==> src/rtl/bfa_pkg.sv <==
// Shared types, codes and helper functions of the bitmap first-fit allocator.
// No dependencies; every other file of the block refers to this package.
package bfa_pkg;

  localparam int CMD_W    = 1;
  localparam int INDEX_W  = 12;
  localparam int STATUS_W = 2;
  localparam int CFG_W    = 10;
  localparam int WORD_W   = 64;
  localparam int WADDR_W  = 6;
  localparam int ADDR_BYTES = 512;

  localparam logic [CMD_W-1:0] CMD_ALLOC = 1'b0;
  localparam logic [CMD_W-1:0] CMD_FREE  = 1'b1;
  localparam logic [7:0]       BYTE_FULL = 8'hff;
  localparam logic [CFG_W-1:0] BYTES_RESET = 10'd512;

  typedef enum logic [STATUS_W-1:0] {
    ST_OK    = 2'd0,
    ST_FULL  = 2'd1,
    ST_RANGE = 2'd2
  } bfa_status_t;

  typedef enum logic [1:0] {
    S_IDLE,
    S_RD,
    S_EXAM,
    S_DONE
  } bfa_state_t;

  typedef struct packed {
    logic               rd_en;
    logic [WADDR_W-1:0] rd_addr;
    logic               wr_en;
    logic [WADDR_W-1:0] wr_addr;
    logic [WORD_W-1:0]  wr_data;
  } bfa_mem_req_t;

  // {found, byte number} of the lowest byte that is not full
  function automatic logic [3:0] first_open_byte(input logic [WORD_W-1:0] w);
    logic [3:0] r;
    r = 4'd0;
    for (int j = 7; j >= 0; j--) begin
      if (w[j*8 +: 8] != BYTE_FULL) begin
        r = {1'b1, 3'(j)};
      end
    end
    return r;
  endfunction

  function automatic logic [2:0] first_clear_bit(input logic [7:0] b);
    logic [2:0] r;
    r = 3'd0;
    for (int k = 7; k >= 0; k--) begin
      if (!b[k]) begin
        r = 3'(k);
      end
    end
    return r;
  endfunction

endpackage

==> src/rtl/bfa_map_ram.sv <==
// Usage map storage: 64-bit words, one read and one write port, registered read.
// Per-word valid flags make unwritten words read as zero. Depends on bfa_pkg.
module bfa_map_ram #(
  parameter int WORDS = 64
) (
  input  logic                        clk,
  input  logic                        rst_n,
  input  bfa_pkg::bfa_mem_req_t       req,
  output logic [bfa_pkg::WORD_W-1:0]  rd_data
);

  localparam int AW = (WORDS > 1) ? $clog2(WORDS) : 1;

  logic [bfa_pkg::WORD_W-1:0] mem [WORDS];
  logic [bfa_pkg::WORD_W-1:0] rd_raw_r;
  logic [WORDS-1:0]           wvalid_r;
  logic                       rd_valid_r;

  always_ff @(posedge clk) begin
    if (req.wr_en) begin
      mem[req.wr_addr[AW-1:0]] <= req.wr_data;
    end
    if (req.rd_en) begin
      rd_raw_r <= mem[req.rd_addr[AW-1:0]];
    end
  end

  always_ff @(posedge clk) begin
    if (!rst_n) begin
      wvalid_r   <= '0;
      rd_valid_r <= 1'b0;
    end else begin
      if (req.wr_en) begin
        wvalid_r[req.wr_addr[AW-1:0]] <= 1'b1;
      end
      if (req.rd_en) begin
        rd_valid_r <= wvalid_r[req.rd_addr[AW-1:0]];
      end
    end
  end

  assign rd_data = rd_valid_r ? rd_raw_r : '0;

endmodule

==> config.mk <==
export PLATFORM = sky130hd
export DESIGN_NAME = bfa_map_ram
export DESIGN_NICKNAME = d
export VERILOG_FILES = /design/src/rtl/bfa_pkg.sv /design/src/rtl/bfa_map_ram.sv
export SDC_FILE = /design/constraint.sdc
export NUM_CORES = 2
export LEC_CHECK = 0
export ABC_CLOCK_PERIOD_IN_PS = 10320
export BUFFER_PORTS_ARGS = -buffer_cell sky130_fd_sc_hd__clkbuf_2
export CAP_MARGIN = 20
export CORE_ASPECT_RATIO = 1.25
export CORE_MARGIN = 3
export CORE_UTILIZATION = 53
export CTS_BUF_LIST = sky130_fd_sc_hd__clkbuf_2 sky130_fd_sc_hd__clkbuf_4 sky130_fd_sc_hd__clkbuf_8
export CTS_CLUSTER_DIAMETER = 150
export DETAILED_ROUTE_END_ITERATION = 10
export GPL_TIMING_DRIVEN = 0
export PLACE_DENSITY_LB_ADDON = 0.1
export SYNTH_ARGS = -nofsm -noshare
export SYNTH_HDL_FRONTEND = slang
export SYNTH_SLANG_ARGS = --single-unit
==> constraint.sdc <==
create_clock -name clk -period 10.32 [get_ports clk]
set_input_delay 1.032 -clock clk [delete_from_list [all_inputs] [get_ports clk]]
set_output_delay 1.032 -clock clk [all_outputs]
set_load 0.005 [all_outputs]
==> results.yml <==
route:
  drt_first_pass_iters: 5
  routed_wirelength_um: 436000
  avgRoutedWirePerCell_um: 36.8
  drt.antenna.violating_nets: 0
  drc: 0
  drt-initial-drc-count: 9414
  routed-via-count: 75810
  post_drt_via_cell_ratio: 6.39
hold_path:
  whs_path_cells: 1
  timing.hold.worst.start: "req[50]"
  hold_path_class: "input port to flip-flop"
  worst_hold_path.endpoint: "mem[59][50]"
sta:
  worst-slew-pin-transition_ns: 1.21
  worst_clock_skew_ns: 0.0706
  slew_viol_final: 0
  setup_violations: 0
  period_share: 0.414
  setup_repair_after_global_routing_missed_its_margin: "no"
  period_needed_ns: 4.27
  worst_slack_on_hold_paths_ns: 0.238
  timing.final.hold_violations: 0
  maxClockFrequency_ghz: 0.234
  worst_slew_margin_rel: 0.193
placement:
  rd_place_congestion: 0.778
  io_buffers: 136
  post-place-cells: 10681
  hpwl_um: 295000
clocking:
  hold_buffers: 0
  clockBufferDepth: 4
  tritoncts: "done"
  clock_tree.htree_level_count: 6
  cts.reportedPaths.clkPinSlew_ns: 0.06
  cts.sink_count: 4225
  cts_setup_buffers: 0
  clk_latency_ns: 1.09
  cts_buffers: 638
  cts-root-buf: "clkbuf_8"
  post_cts.resized_instances: 0
logic_synthesis:
  synth_cell_types: 30
  async_reset_ff_frac: 0
  synthCells: 6320
  mappedNetlistNets: 6400
  synth-main-ff-cell: "edfxtp_1"
  number_of_synthesized_flops_with_an_enable_pin: 4160
  synthesis.area_um2: 160000
  ys_top_cells_by_area: "edfxtp_1 78%, mux4_2 18%, dfxtp_1 0.82%"
  yosys.area.top_type_share: 0.783
  synth_largest_area_cell: "edfxtp_1"
  yosys_register_bits: 4225
  synth.avg_cell_area_um2: 25.2
  synth_seq_area_share: 0.791
  synth-warning-count: 0
die:
  placement_rows: 224
  initial_utilization: 0.534
  num_io_pins: 144
  die_height_um: 619
  die-area_um2: 308000
  chip_width_um: 497
  core_area_um2: 299000
power:
  netSwitchingPower_uw: 7380
  power_frac_clock: 0.390
  swShare: 0.216
  ratio_of_total_power_to_cell_area_nw_per_um2: 185
  internal_power_uw: 26800
  peakVddDrop_mv: 0.157
  power.share.combinational: 0.053
  power.static_leakage_uw: 0.0580
  seq_power_share: 0.557
worst_setup_path:
  cp.arrival_ns: 5.00
  timing.reg2reg.worst_path_depth: 4
  r2r-start: "mem[23][10]"
  crit_chain: "buf_2 -> buf_4 -> buf_2 -> clkbuf_1 -> mux4_2 -> mux4_2 -> a22oi_1 -> nand2_1"
  critical-path-slowest-cell: "clkbuf_1"
  cp.required_ns: 11.05
  critical_path.endpoint_type: "flip-flop"
  max_stage_delay_ns: 0.85
  worst-path-max-fanout: 10
  path_buf_inv: 4
  startpoint_type: "input port"
  setup.reg_to_reg.worst_slack_ns: 7.91
  worst-setup-path-type: "input port to flip-flop"
  worstReg2RegEnd: "rd_raw_r[10]"
  kind_of_cell_with_the_highest_combined_delay_on_the_critical_path: "buffers and inverters"
job:
  max_cap_viol_count: 0
run_status:
  status: "complete, no violations"
global_route:
  grt_start_max_net_pins: 65
  global_router_s_overall_resource_usage: 0.286
  antenna_violations_before_repair: 33
  grt_remaining_overflow: 0
  grt_pass1_vias: 77998
  grt_first_pass_wirelength_um: 606000
finish:
  fillers: 20427
  final_cell_mix: "4160 x edfxtp_1, 1290 x mux4_2, 665 x clkbuf_8, 239 x buf_12, 212 x clkbuf_4"
  drive_gt1_frac: 0.371
  nets: 7514
  final_common_cell: "edfxtp_1"
  area.growth.synth_to_final_pct: 15.6
  finish.cell_count_without_fillers: 11870
## worst max-delay path by stage
| stage | slack, ns | from | cells past startpoint | end |
|---|---|---|---|---|
| global route | 5.94 | rd_valid_r | 4 | rd_data[41] |
| global placement | -4.63 | req[70] | 4 | mem[40][1] |
| floorplan | 3.84 | req[70] | 3 | mem[40][0] |
| CTS | 6.00 | rd_valid_r | 4 | rd_data[41] |
| detailed placement | 4.97 | req[73] | 8 | rd_raw_r[63] |
| finish | 6.05 | req[73] | 8 | rd_raw_r[63] |
## cell type report
cell class / count / area, µm² / share of cell area
clock buffer: 875 / 10700 / 0.0581
tap: 3955 / 4950 / 0.0268
multi-input combinational: 1754 / 32400 / 0.175
sequential: 4225 / 126000 / 0.684
clock inverter: 219 / 1370 / 0.00743
buffer: 341 / 1490 / 0.00806
timing repair buffer: 474 / 7320 / 0.0397
antenna: 27 / 67.6 / 0.000366
## sequential cells by signal, indices dropped and copies added, names as in the netlist
register and cells:
mem 4096, rd_raw_r 64, rd_valid_r 1, wvalid_r 64
## worst reg2reg max path, stage by stage (launching register included)
cell      delay, ns
edfxtp_1       0.36
mux4_2         0.48
mux4_2         0.54
a22oi_1        0.53
nand2_1        0.18
## stage by stage
step / setup slack, ns / util / TNS [ns] / total power, µW / cell area [µm²]
4_1_cts: 6.00 / 0.613 / 0 / 34300 / 183000
6_report: 6.05 / 0.618 / 0 / 34200 / 185000
2_1_floorplan: 3.84 / - / 0 / 20300 / 160000
5_1_grt: 5.94 / 0.617 / 0 / 35200 / 184000
3_5_place_dp: 4.97 / 0.572 / 0 / 21200 / 171000
3_3_place_gp: -4.63 / 0.553 / -993.94 / 21100 / 165000
## power by group through the flow
stage | clock network (µW) | registers (µW) | logic (µW)
floorplan | 0 | 19400 | 914
global placement | 0 | 19400 | 1670
detailed placement | 0 | 19400 | 1770
CTS | 13500 | 19000 | 1770
global route | 14200 | 19000 | 1910
finish | 13300 | 19000 | 1820
## metal layers
layer	GRT usage	wire length, µm	up-vias
li1	-	-	29943
met1	0.379	159000	41366
met2	0.482	226000	3750
met3	0.0556	36200	743
met4	0.0966	15700	8
met5	0	55	-
## cell usage after synthesis, types with 2 or more instances
cell type and instances:
nand3_1 10, clkbuf_1 188, nor4_1 2, a2111oi_0 6, edfxtp_1 4160, nor2_1 64
nand2_1 72, o21a_1 64, and2_1 65, buf_1 37, mux2i_1 2, a211oi_1 2
nor2b_1 16, nand2b_1 10, buf_2 109, buf_4 4, mux4_2 1290, a22oi_1 131
o22ai_1 2, nand4_1 3, mux2_2 4, dfxtp_1 65, o21ai_0 2, nor3_1 4
buf_6 3
## logic make-up after synthesis
logic type	after synthesis	synth area share
multiplexers	1296	0.182
AND/OR/NAND/NOR	248	0.00749
flip-flops	4225	0.791
buffers and inverters	341	0.00911
AO/OA/AOI/OAI	210	0.00989
(Power assumes the default switching activity.)
